<file path="src/knps_pkg.sv">
// knps_pkg: shared constants, request/status codes and the controller/datapath
// command and status structs for the k-nearest point search unit.
// Depends on nothing; used by every module of the block except knps_ram.
`default_nettype none

package knps_pkg;

    localparam int MAX_POINTS = 64;
    localparam int K_MAX      = 8;
    localparam int COORD_BITS = 12;

    localparam int IDX_BITS   = $clog2(MAX_POINTS);
    localparam int CNT_BITS   = $clog2(MAX_POINTS + 1);
    localparam int K_BITS     = $clog2(K_MAX + 1);
    localparam int NUM_BITS   = (CNT_BITS > K_BITS) ? CNT_BITS : K_BITS;
    localparam int SQ_BITS    = 2 * COORD_BITS;
    localparam int DIST_BITS  = 2 * COORD_BITS + 1;
    localparam int PT_BITS    = 2 * COORD_BITS;

    localparam int REQ_BITS   = 2;
    localparam int STAT_BITS  = 2;
    localparam int KIN_BITS   = 4;

    localparam logic [REQ_BITS-1:0] REQ_INSERT = 2'd0;
    localparam logic [REQ_BITS-1:0] REQ_QUERY  = 2'd1;
    localparam logic [REQ_BITS-1:0] REQ_CLEAR  = 2'd2;

    localparam logic [STAT_BITS-1:0] ST_OK    = 2'd0;
    localparam logic [STAT_BITS-1:0] ST_FULL  = 2'd1;
    localparam logic [STAT_BITS-1:0] ST_BADQ  = 2'd2;
    localparam logic [STAT_BITS-1:0] ST_SHORT = 2'd3;

    typedef struct packed {
        logic                  ram_we;
        logic [IDX_BITS-1:0]   ram_addr;
        logic                  scan_valid;
        logic                  q_load;
        logic                  mask_clr;
        logic                  mask_set;
        logic                  best_clr;
        logic                  out_load;
        logic                  out_use_best;
        logic [IDX_BITS-1:0]   out_idx;
        logic [STAT_BITS-1:0]  out_status;
        logic                  out_last;
    } t_cmd;

    typedef struct packed {
        logic out_busy;
        logic pipe_busy;
    } t_stat;

endpackage

`default_nettype wire

</file>
<file path="src/k_nearest_point_search_unit.sv">
// k_nearest_point_search_unit: top level of the k-nearest point search block.
// Depends on knps_pkg, knps_ctrl and knps_dp (which holds knps_ram).
//
// Usage:
//   Request channel i_valid/o_ready carries one word: i_req_type selects insert,
//   query or clear; i_point_x/i_point_y give an inserted point; i_query_index
//   and i_k_count give a query. Result channel o_valid/i_ready returns words
//   of o_result_index, o_result_dist, o_status and o_last (set on the final
//   word of a request). Request code 3 is taken and gives no word.
//   Insert, clear, bad-index and no-neighbor requests give one word in the cycle
//   after acceptance; back-to-back inserts run at one per cycle while the
//   receiver keeps up.
//   A query reads the query point (S_QRD, S_QCAP), then for each of the n neighbors
//   scans every stored point through the single store port, one per cycle,
//   drains the distance pipeline and emits one word in S_EMIT. The scan over
//   the one read port sets the length of a query.
//   Reset empties the store (count to zero); point data is not cleared.
//   A stalled receiver holds the pending word; a new request or the next
//   neighbor waits until that word is taken.
`default_nettype none

module k_nearest_point_search_unit (
    input  wire logic                                i_clk,
    input  wire logic                                i_rst_n,
    input  wire logic                                i_valid,
    output logic                                     o_ready,
    input  wire logic [knps_pkg::REQ_BITS-1:0]       i_req_type,
    input  wire logic [knps_pkg::COORD_BITS-1:0]     i_point_x,
    input  wire logic [knps_pkg::COORD_BITS-1:0]     i_point_y,
    input  wire logic [knps_pkg::IDX_BITS-1:0]       i_query_index,
    input  wire logic [knps_pkg::KIN_BITS-1:0]       i_k_count,
    output logic                                     o_valid,
    input  wire logic                                i_ready,
    output logic      [knps_pkg::IDX_BITS-1:0]       o_result_index,
    output logic      [knps_pkg::DIST_BITS-1:0]      o_result_dist,
    output logic      [knps_pkg::STAT_BITS-1:0]      o_status,
    output logic                                     o_last
);

    knps_pkg::t_cmd  cmd;
    knps_pkg::t_stat stat;

    knps_ctrl u_ctrl (
        .i_clk         (i_clk),
        .i_rst_n       (i_rst_n),
        .i_valid       (i_valid),
        .o_ready       (o_ready),
        .i_req_type    (i_req_type),
        .i_query_index (i_query_index),
        .i_k_count     (i_k_count),
        .i_stat        (stat),
        .o_cmd         (cmd)
    );

    knps_dp u_dp (
        .i_clk          (i_clk),
        .i_rst_n        (i_rst_n),
        .i_cmd          (cmd),
        .o_stat         (stat),
        .i_point_x      (i_point_x),
        .i_point_y      (i_point_y),
        .o_valid        (o_valid),
        .i_ready        (i_ready),
        .o_result_index (o_result_index),
        .o_result_dist  (o_result_dist),
        .o_status       (o_status),
        .o_last         (o_last)
    );

endmodule

`default_nettype wire

</file>
<file path="src/knps_ram.sv">
// knps_ram: generic single-port RAM, write and registered read at one address.
// No dependencies.
`default_nettype none

module knps_ram #(
    parameter int WIDTH = 8,
    parameter int DEPTH = 16
) (
    input  wire logic                     i_clk,
    input  wire logic                     i_we,
    input  wire logic [$clog2(DEPTH)-1:0] i_addr,
    input  wire logic [WIDTH-1:0]         i_wdata,
    output logic      [WIDTH-1:0]         o_rdata
);

    logic [WIDTH-1:0] r_mem [DEPTH];
    logic [WIDTH-1:0] r_rdata;

    always_ff @(posedge i_clk) begin
        if (i_we) begin
            r_mem[i_addr] <= i_wdata;
        end
        r_rdata <= r_mem[i_addr];
    end

    assign o_rdata = r_rdata;

endmodule

`default_nettype wire

</file>
<file path="src/knps_dp.sv">
// knps_dp: point store, distance pipeline, best tracker, chosen mask and
// output word register. Depends on knps_pkg and knps_ram.
`default_nettype none

module knps_dp (
    input  wire logic                                i_clk,
    input  wire logic                                i_rst_n,
    input  wire knps_pkg::t_cmd                      i_cmd,
    output knps_pkg::t_stat                          o_stat,
    input  wire logic [knps_pkg::COORD_BITS-1:0]     i_point_x,
    input  wire logic [knps_pkg::COORD_BITS-1:0]     i_point_y,
    output logic                                     o_valid,
    input  wire logic                                i_ready,
    output logic      [knps_pkg::IDX_BITS-1:0]       o_result_index,
    output logic      [knps_pkg::DIST_BITS-1:0]      o_result_dist,
    output logic      [knps_pkg::STAT_BITS-1:0]      o_status,
    output logic                                     o_last
);

    localparam int CB = knps_pkg::COORD_BITS;

    logic [knps_pkg::PT_BITS-1:0]   rdata;
    logic [CB-1:0]                  rd_x, rd_y, dx, dy;
    logic [knps_pkg::DIST_BITS-1:0] cand_dist;
    logic                           s1_cand;

    logic [CB-1:0]                  r_qx, r_qy;
    logic                           r_s1_valid, r_s2_valid;
    logic [knps_pkg::IDX_BITS-1:0]  r_s1_idx, r_s2_idx;
    logic [knps_pkg::SQ_BITS-1:0]   r_sqx, r_sqy;
    logic                           r_found;
    logic [knps_pkg::IDX_BITS-1:0]  r_best_idx;
    logic [knps_pkg::DIST_BITS-1:0] r_best_dist;
    logic [knps_pkg::MAX_POINTS-1:0] r_mask;
    logic                           r_out_valid;
    logic [knps_pkg::IDX_BITS-1:0]  r_out_idx;
    logic [knps_pkg::DIST_BITS-1:0] r_out_dist;
    logic [knps_pkg::STAT_BITS-1:0] r_out_status;
    logic                           r_out_last;

    knps_ram #(
        .WIDTH (knps_pkg::PT_BITS),
        .DEPTH (knps_pkg::MAX_POINTS)
    ) u_store (
        .i_clk   (i_clk),
        .i_we    (i_cmd.ram_we),
        .i_addr  (i_cmd.ram_addr),
        .i_wdata ({i_point_x, i_point_y}),
        .o_rdata (rdata)
    );

    assign rd_x      = rdata[knps_pkg::PT_BITS-1:CB];
    assign rd_y      = rdata[CB-1:0];
    assign dx        = (rd_x > r_qx) ? (rd_x - r_qx) : (r_qx - rd_x);
    assign dy        = (rd_y > r_qy) ? (rd_y - r_qy) : (r_qy - rd_y);
    assign s1_cand   = r_s1_valid && !r_mask[r_s1_idx];
    assign cand_dist = knps_pkg::DIST_BITS'(r_sqx) + knps_pkg::DIST_BITS'(r_sqy);

    // query point capture and product stage
    always_ff @(posedge i_clk) begin
        if (i_cmd.q_load) begin
            r_qx <= rd_x;
            r_qy <= rd_y;
        end
        r_s1_idx <= i_cmd.ram_addr;
        r_s2_idx <= r_s1_idx;
        r_sqx    <= knps_pkg::SQ_BITS'(dx) * knps_pkg::SQ_BITS'(dx);
        r_sqy    <= knps_pkg::SQ_BITS'(dy) * knps_pkg::SQ_BITS'(dy);
    end

    always_ff @(posedge i_clk) begin
        if (!i_rst_n) begin
            r_s1_valid <= 1'b0;
            r_s2_valid <= 1'b0;
            r_found    <= 1'b0;
            r_mask     <= '0;
        end else begin
            r_s1_valid <= i_cmd.scan_valid;
            r_s2_valid <= s1_cand;
            if (i_cmd.best_clr) begin
                r_found <= 1'b0;
            end else if (r_s2_valid && (!r_found || cand_dist < r_best_dist)) begin
                // strict compare: ascending scan keeps the lower index on ties
                r_found <= 1'b1;
            end
            if (i_cmd.mask_clr) begin
                r_mask <= '0;
            end else if (i_cmd.mask_set) begin
                r_mask[r_best_idx] <= 1'b1;
            end
        end
    end

    always_ff @(posedge i_clk) begin
        if (!i_cmd.best_clr && r_s2_valid && (!r_found || cand_dist < r_best_dist)) begin
            r_best_idx  <= r_s2_idx;
            r_best_dist <= cand_dist;
        end
    end

    // output word register
    always_ff @(posedge i_clk) begin
        if (!i_rst_n) begin
            r_out_valid <= 1'b0;
        end else if (i_cmd.out_load) begin
            r_out_valid <= 1'b1;
        end else if (i_ready) begin
            r_out_valid <= 1'b0;
        end
    end

    always_ff @(posedge i_clk) begin
        if (i_cmd.out_load) begin
            r_out_idx    <= i_cmd.out_use_best ? r_best_idx : i_cmd.out_idx;
            r_out_dist   <= i_cmd.out_use_best ? r_best_dist : '0;
            r_out_status <= i_cmd.out_status;
            r_out_last   <= i_cmd.out_last;
        end
    end

    assign o_stat.out_busy  = r_out_valid && !i_ready;
    assign o_stat.pipe_busy = r_s1_valid || r_s2_valid;

    assign o_valid        = r_out_valid;
    assign o_result_index = r_out_idx;
    assign o_result_dist  = r_out_dist;
    assign o_status       = r_out_status;
    assign o_last         = r_out_last;

    a_no_overwrite: assert property (@(posedge i_clk) disable iff (!i_rst_n)
        i_cmd.out_load |-> (!r_out_valid || i_ready))
        else $error("output word overwritten before it was taken");

    a_emit_fresh: assert property (@(posedge i_clk) disable iff (!i_rst_n)
        i_cmd.mask_set |-> (r_found && !r_mask[r_best_idx]))
        else $error("neighbor emitted without a fresh best candidate");

    a_pipe_order: assert property (@(posedge i_clk) disable iff (!i_rst_n)
        r_s2_valid |-> $past(r_s1_valid))
        else $error("distance stage valid without a read before it");

endmodule

`default_nettype wire

</file>
<file path="src/knps_ctrl.sv">
// knps_ctrl: request decode, point count and the query sequencer (scan rounds,
// drain, emit). Drives knps_dp through knps_pkg::t_cmd; depends on knps_pkg.
`default_nettype none

module knps_ctrl (
    input  wire logic                               i_clk,
    input  wire logic                               i_rst_n,
    input  wire logic                               i_valid,
    output logic                                    o_ready,
    input  wire logic [knps_pkg::REQ_BITS-1:0]      i_req_type,
    input  wire logic [knps_pkg::IDX_BITS-1:0]      i_query_index,
    input  wire logic [knps_pkg::KIN_BITS-1:0]      i_k_count,
    input  wire knps_pkg::t_stat                    i_stat,
    output knps_pkg::t_cmd                          o_cmd
);

    localparam int IB = knps_pkg::IDX_BITS;
    localparam int CB = knps_pkg::CNT_BITS;
    localparam int KB = knps_pkg::K_BITS;
    localparam int NB = knps_pkg::NUM_BITS;

    typedef enum logic [2:0] {
        S_IDLE,
        S_QRD,
        S_QCAP,
        S_SCAN,
        S_DRAIN,
        S_EMIT
    } t_state;

    t_state          r_state, n_state;
    logic [CB-1:0]   r_count, n_count;
    logic [IB-1:0]   r_q, n_q;
    logic [KB-1:0]   r_n, n_n;
    logic [KB-1:0]   r_round, n_round;
    logic [CB-1:0]   r_scan, n_scan;
    logic            r_short, n_short;

    logic            accept;
    logic [KB-1:0]   k_eff;
    logic [NB-1:0]   avail, n_take;
    logic            is_last;

    always_comb begin
        if (i_k_count == '0) begin
            k_eff = KB'(1);
        end else if (32'(i_k_count) > knps_pkg::K_MAX) begin
            k_eff = KB'(knps_pkg::K_MAX);
        end else begin
            k_eff = KB'(i_k_count);
        end
        avail  = NB'(r_count) - NB'(1);
        n_take = (NB'(k_eff) < avail) ? NB'(k_eff) : avail;
    end

    assign o_ready = (r_state == S_IDLE) && !i_stat.out_busy;
    assign accept  = i_valid && o_ready;
    assign is_last = (r_round == r_n - KB'(1));

    always_comb begin
        n_state = r_state;
        n_count = r_count;
        n_q     = r_q;
        n_n     = r_n;
        n_round = r_round;
        n_scan  = r_scan;
        n_short = r_short;
        o_cmd   = '0;
        o_cmd.ram_addr = r_count[IB-1:0];

        unique case (r_state)
            S_IDLE: begin
                if (accept) begin
                    unique case (i_req_type)
                        knps_pkg::REQ_INSERT: begin
                            o_cmd.out_load = 1'b1;
                            o_cmd.out_last = 1'b1;
                            if (32'(r_count) >= knps_pkg::MAX_POINTS) begin
                                o_cmd.out_status = knps_pkg::ST_FULL;
                            end else begin
                                o_cmd.ram_we     = 1'b1;
                                o_cmd.out_idx    = r_count[IB-1:0];
                                o_cmd.out_status = knps_pkg::ST_OK;
                                n_count          = r_count + CB'(1);
                            end
                        end
                        knps_pkg::REQ_CLEAR: begin
                            o_cmd.out_load   = 1'b1;
                            o_cmd.out_last   = 1'b1;
                            o_cmd.out_status = knps_pkg::ST_OK;
                            n_count          = '0;
                        end
                        knps_pkg::REQ_QUERY: begin
                            if (CB'(i_query_index) >= r_count) begin
                                o_cmd.out_load   = 1'b1;
                                o_cmd.out_last   = 1'b1;
                                o_cmd.out_status = knps_pkg::ST_BADQ;
                            end else if (n_take == '0) begin
                                o_cmd.out_load   = 1'b1;
                                o_cmd.out_last   = 1'b1;
                                o_cmd.out_status = knps_pkg::ST_SHORT;
                            end else begin
                                n_q     = i_query_index;
                                n_n     = KB'(n_take);
                                n_short = (NB'(k_eff) != n_take);
                                n_round = '0;
                                n_state = S_QRD;
                            end
                        end
                        default: begin
                            // unused request code: taken and dropped
                        end
                    endcase
                end
            end
            S_QRD: begin
                o_cmd.ram_addr = r_q;
                n_state        = S_QCAP;
            end
            S_QCAP: begin
                o_cmd.q_load   = 1'b1;
                o_cmd.mask_clr = 1'b1;
                o_cmd.best_clr = 1'b1;
                n_scan         = '0;
                n_state        = S_SCAN;
            end
            S_SCAN: begin
                o_cmd.ram_addr   = r_scan[IB-1:0];
                o_cmd.scan_valid = (r_scan[IB-1:0] != r_q);
                n_scan           = r_scan + CB'(1);
                if (r_scan == r_count - CB'(1)) begin
                    n_state = S_DRAIN;
                end
            end
            S_DRAIN: begin
                if (!i_stat.pipe_busy) begin
                    n_state = S_EMIT;
                end
            end
            S_EMIT: begin
                if (!i_stat.out_busy) begin
                    o_cmd.out_load     = 1'b1;
                    o_cmd.out_use_best = 1'b1;
                    o_cmd.mask_set     = 1'b1;
                    o_cmd.out_last     = is_last;
                    o_cmd.out_status   = (is_last && r_short) ? knps_pkg::ST_SHORT
                                                              : knps_pkg::ST_OK;
                    if (is_last) begin
                        n_state = S_IDLE;
                    end else begin
                        o_cmd.best_clr = 1'b1;
                        n_round        = r_round + KB'(1);
                        n_scan         = '0;
                        n_state        = S_SCAN;
                    end
                end
            end
            default: begin
                n_state = S_IDLE;
            end
        endcase
    end

    always_ff @(posedge i_clk) begin
        if (!i_rst_n) begin
            r_state <= S_IDLE;
            r_count <= '0;
            r_q     <= '0;
            r_n     <= '0;
            r_round <= '0;
            r_scan  <= '0;
            r_short <= 1'b0;
        end else begin
            r_state <= n_state;
            r_count <= n_count;
            r_q     <= n_q;
            r_n     <= n_n;
            r_round <= n_round;
            r_scan  <= n_scan;
            r_short <= n_short;
        end
    end

    a_count_bound: assert property (@(posedge i_clk) disable iff (!i_rst_n)
        32'(r_count) <= knps_pkg::MAX_POINTS)
        else $error("point count beyond store depth");

    a_write_idle: assert property (@(posedge i_clk) disable iff (!i_rst_n)
        o_cmd.ram_we |-> (r_state == S_IDLE && 32'(r_count) < knps_pkg::MAX_POINTS))
        else $error("store written outside an insert");

    a_round_bound: assert property (@(posedge i_clk) disable iff (!i_rst_n)
        (r_state == S_EMIT) |-> (r_round < r_n))
        else $error("query round beyond neighbor count");

endmodule

`default_nettype wire
</file>
<file path="config.mk">
export PLATFORM = sky130hd
export DESIGN_NAME = k_nearest_point_search_unit
export DESIGN_NICKNAME = d
export VERILOG_FILES = /design/src/knps_pkg.sv /design/src/k_nearest_point_search_unit.sv /design/src/knps_ram.sv /design/src/knps_dp.sv /design/src/knps_ctrl.sv
export SDC_FILE = /design/constraint.sdc
export NUM_CORES = 2
export LEC_CHECK = 0
export BUFFER_PORTS_ARGS = -buffer_cell sky130_fd_sc_hd__buf_2
export CORE_ASPECT_RATIO = 0.7
export CORE_MARGIN = 2
export CORE_UTILIZATION = 40
export DETAILED_ROUTE_END_ITERATION = 12
export PLACE_DENSITY = 0.67
export SLEW_MARGIN = 20
export SYNTH_ARGS = -nofsm -noshare
export SYNTH_HDL_FRONTEND = slang
export SYNTH_SLANG_ARGS = --single-unit
</file>
<file path="constraint.sdc">
create_clock -name i_clk -period 13.05 [get_ports i_clk]
set_clock_uncertainty 0.2 [all_clocks]
set_input_delay 1.305 -clock i_clk [delete_from_list [all_inputs] [get_ports i_clk]]
set_output_delay 1.305 -clock i_clk [all_outputs]
set_load 0.01 [all_outputs]
</file>
==> results.tsv <==
metric	value	unit
status	completed	
gr-usage-all-layers	0.2076	
fin_crit	9.522	ns
dpl.hpwl	121.0	mm
synth_nets	5434	
worstPathArrival	10.00	ns
num_antenna_cells	0	
hold_violations	0	
clk_pin_slew_worst_paths	0.07	ns
fp.dieW	523.2	um
place_congestion	0.8470	
first_iter_violations	6558	
routedWlPerCell	26.34	um
io_buffers	75	
syn_inst	5017	
core	187700	sq um
gr-total-overflow	0	
synth-warning-count	0	
grt_util_met2	0.3008	
die_h	367.5	um
vias	45520	
yosysSeqAreaShare	0.6947	
slew_headroom	0.1988	
critical_path_class	reg2reg	
grt_antenna_before_repair	10	
core.rowCount	133	
cp_slowest_stage_delay	0.86	ns
syn2layout_area_growth	12.21	%
fin_nets	5556	
grt_pass1_wl	297.0	mm
synthDistinctLibCells	78	
cts_made_buffers	163	
initial_core_util	0.4021	
ctsLongestPathBuffers	4	
synth_flop_cell	edfxtp_1	
tightestPinTransition	1.191	ns
grt_pass1_vias	43920	
grt_max_degree	99	
synth_area_leaders	edfxtp_1, a22oi_1, dfxtp_1	
ys_ff_latch	1807	
grt_use_met3	0.07020	
fin_crit_sh	0.7296	
synth.avg_cell_area	15.05	sq um
setup_tns	0	ns
startpoint_type	flip-flop	
insertion_delay	0.83	ns
netlist_area	75480	sq um
ctsResizeCount	0	
cts_tree	yes	
dr.pass1.iters	5	
drc	0	
setup_viol	0	
critPathMaxFanout	18	
min_path_type	reg2reg	
use_met1	0.2996	
yosys.area.top_type	edfxtp_1	
die_area	192300	sq um
synth-edff-count	1625	
required	13.53	ns
cts_sinks	1807	
max_cap_violations	0	
antenna_left	0	
clockRootBuffer	clkbuf_16	
crit_slowest_cell	xnor2_1	
synth-async-reset-ratio	0	
rsz0062_at_grt	no	
io_pins	76	
synth.top_cell.area_share	0.6464	
hold_buffers	0	
post-cts-setup-buffers	0	
h-tree-depth	4	
top_usage_layer	met2	
final_max_slew_viol_count	0	
via_per_inst	5.867	
drive_gt1_frac	0.1155	
drt_wl_total	204.3	mm
fmax	105.0	MHz
end_kind	flip-flop	
worst paths after layout:
path	from	slack (ns)	end	cells after the start
hold / removal	u_dp.r_s1_idx[5]	0.20	u_dp.r_s2_idx[5]	0
setup reg to reg	u_dp.r_qy[6]	3.53	u_dp.r_sqy[23]	29
setup / recovery	u_dp.r_qy[6]	3.53	u_dp.r_sqy[23]	29
hold reg to reg	u_dp.r_s1_idx[5]	0.20	u_dp.r_s2_idx[5]	0
sequential cells by signal (all words and copies together), names as in the netlist, 7 cells and up:
| name | count |
|---|---|
| u_dp.r_best_dist | 25 |
| u_dp.o_result_dist | 25 |
| u_dp.r_qy | 12 |
| u_ctrl.r_count | 7 |
| u_dp.r_qx | 12 |
| u_dp.r_sqy | 23 |
| u_ctrl.r_scan | 7 |
| u_dp.u_store.o_rdata | 24 |
| u_dp.r_sqx | 23 |
| u_dp.r_mask | 64 |
| u_dp.u_store.r_mem | 1536 |
metal layers:
layer,vias up,share of wire
met5,-,0.00028
met4,10,0.024
met2,2605,0.43
met1,23010,0.42
met3,298,0.13
li1,19600,-
cell type report:
class	count	area (sq um)
fill	16170	103000
sequential	1807	52440
multi-input combinational	2592	21050
clock buffer	211	4415
tap	2497	3124
timing repair buffer	225	1597
inverter	350	1314
clock inverter	77	767.0
critical path, delay by kind of cell, from the launching register on:
| kind | cells | cell delay (ns) |
|---|---|---|
| flops | 1 | 0.35 |
| buf+inv | 5 | 0.26 |
| compound gates | 8 | 2.55 |
| xor+xnor | 2 | 1.02 |
| mux | 1 | 0.42 |
| simple gates | 6 | 1.44 |
| fa+ha+maj | 7 | 3.13 |
Yosys cell counts, types with 7 or more instances:
master,number
edfxtp_1,1625
a22oi_1,769
inv_1,348
nor2_1,338
ha_1,217
clkbuf_1,215
dfxtp_1,182
a21oi_1,171
fa_1,160
a41oi_1,146
nand2_1,105
xnor2_1,80
nand4_1,59
o21ai_0,53
nand3_1,51
nor2b_1,38
buf_1,36
a21o_1,32
mux2i_1,32
xor2_1,32
nor3_1,29
or2_2,27
nand2b_1,26
nor4_1,26
mux4_2,20
o21a_1,19
and3_1,17
and2_1,15
buf_2,13
a211oi_1,11
a31oi_1,8
a2111oi_0,7
nor3b_1,7
o21bai_1,7
placed cells by master, fill, tap and decap left out, drive strengths merged, types with 59 or more instances in the layout:
cell    netlist  routed
a22oi       769     769
a41oi       146     146
clkbuf      215     211
nand2       106     106
ha          217     217
inv         350     355
dfxtp       182     182
edfxtp     1625    1625
a21oi       171     171
fa          160     160
nand4        59      59
xnor2        81      81
buf          53     225
nor2        339     339
cells by family (layout without fill, tap and decap cells):
logic type	Yosys count	after routing	synth area share
adder cells (fa/ha/maj)	377	377	0.07840
multiplexers	57	57	0.01096
buffers and inverters	618	863	0.03119
AND/OR/NAND/NOR	763	763	0.04779
AO/OA/AOI/OAI	1282	1282	0.1237
flip-flops	1807	1807	0.6947
XOR/XNOR	113	113	0.01321
per-stage QoR:
stage               instance area [sq um]  std cells  setup WS (ns)    util  hold WS [ns]
global placement                    79440       7471          3.841  0.4232        0.1790
detailed placement                  79460       7471          3.653  0.4233        0.1796
CTS                                 84640       7759          3.609  0.4509        0.1982
floorplan                           75480       5017          5.190       -        0.1290
finish                              84700       7759          3.528  0.4512        0.1965
global route                        84700       7759          2.856  0.4512        0.2088
Power is left out: the tool's default activity adds up to more than one toggle a clock period on the data nets, which glitch-free logic cannot reach.
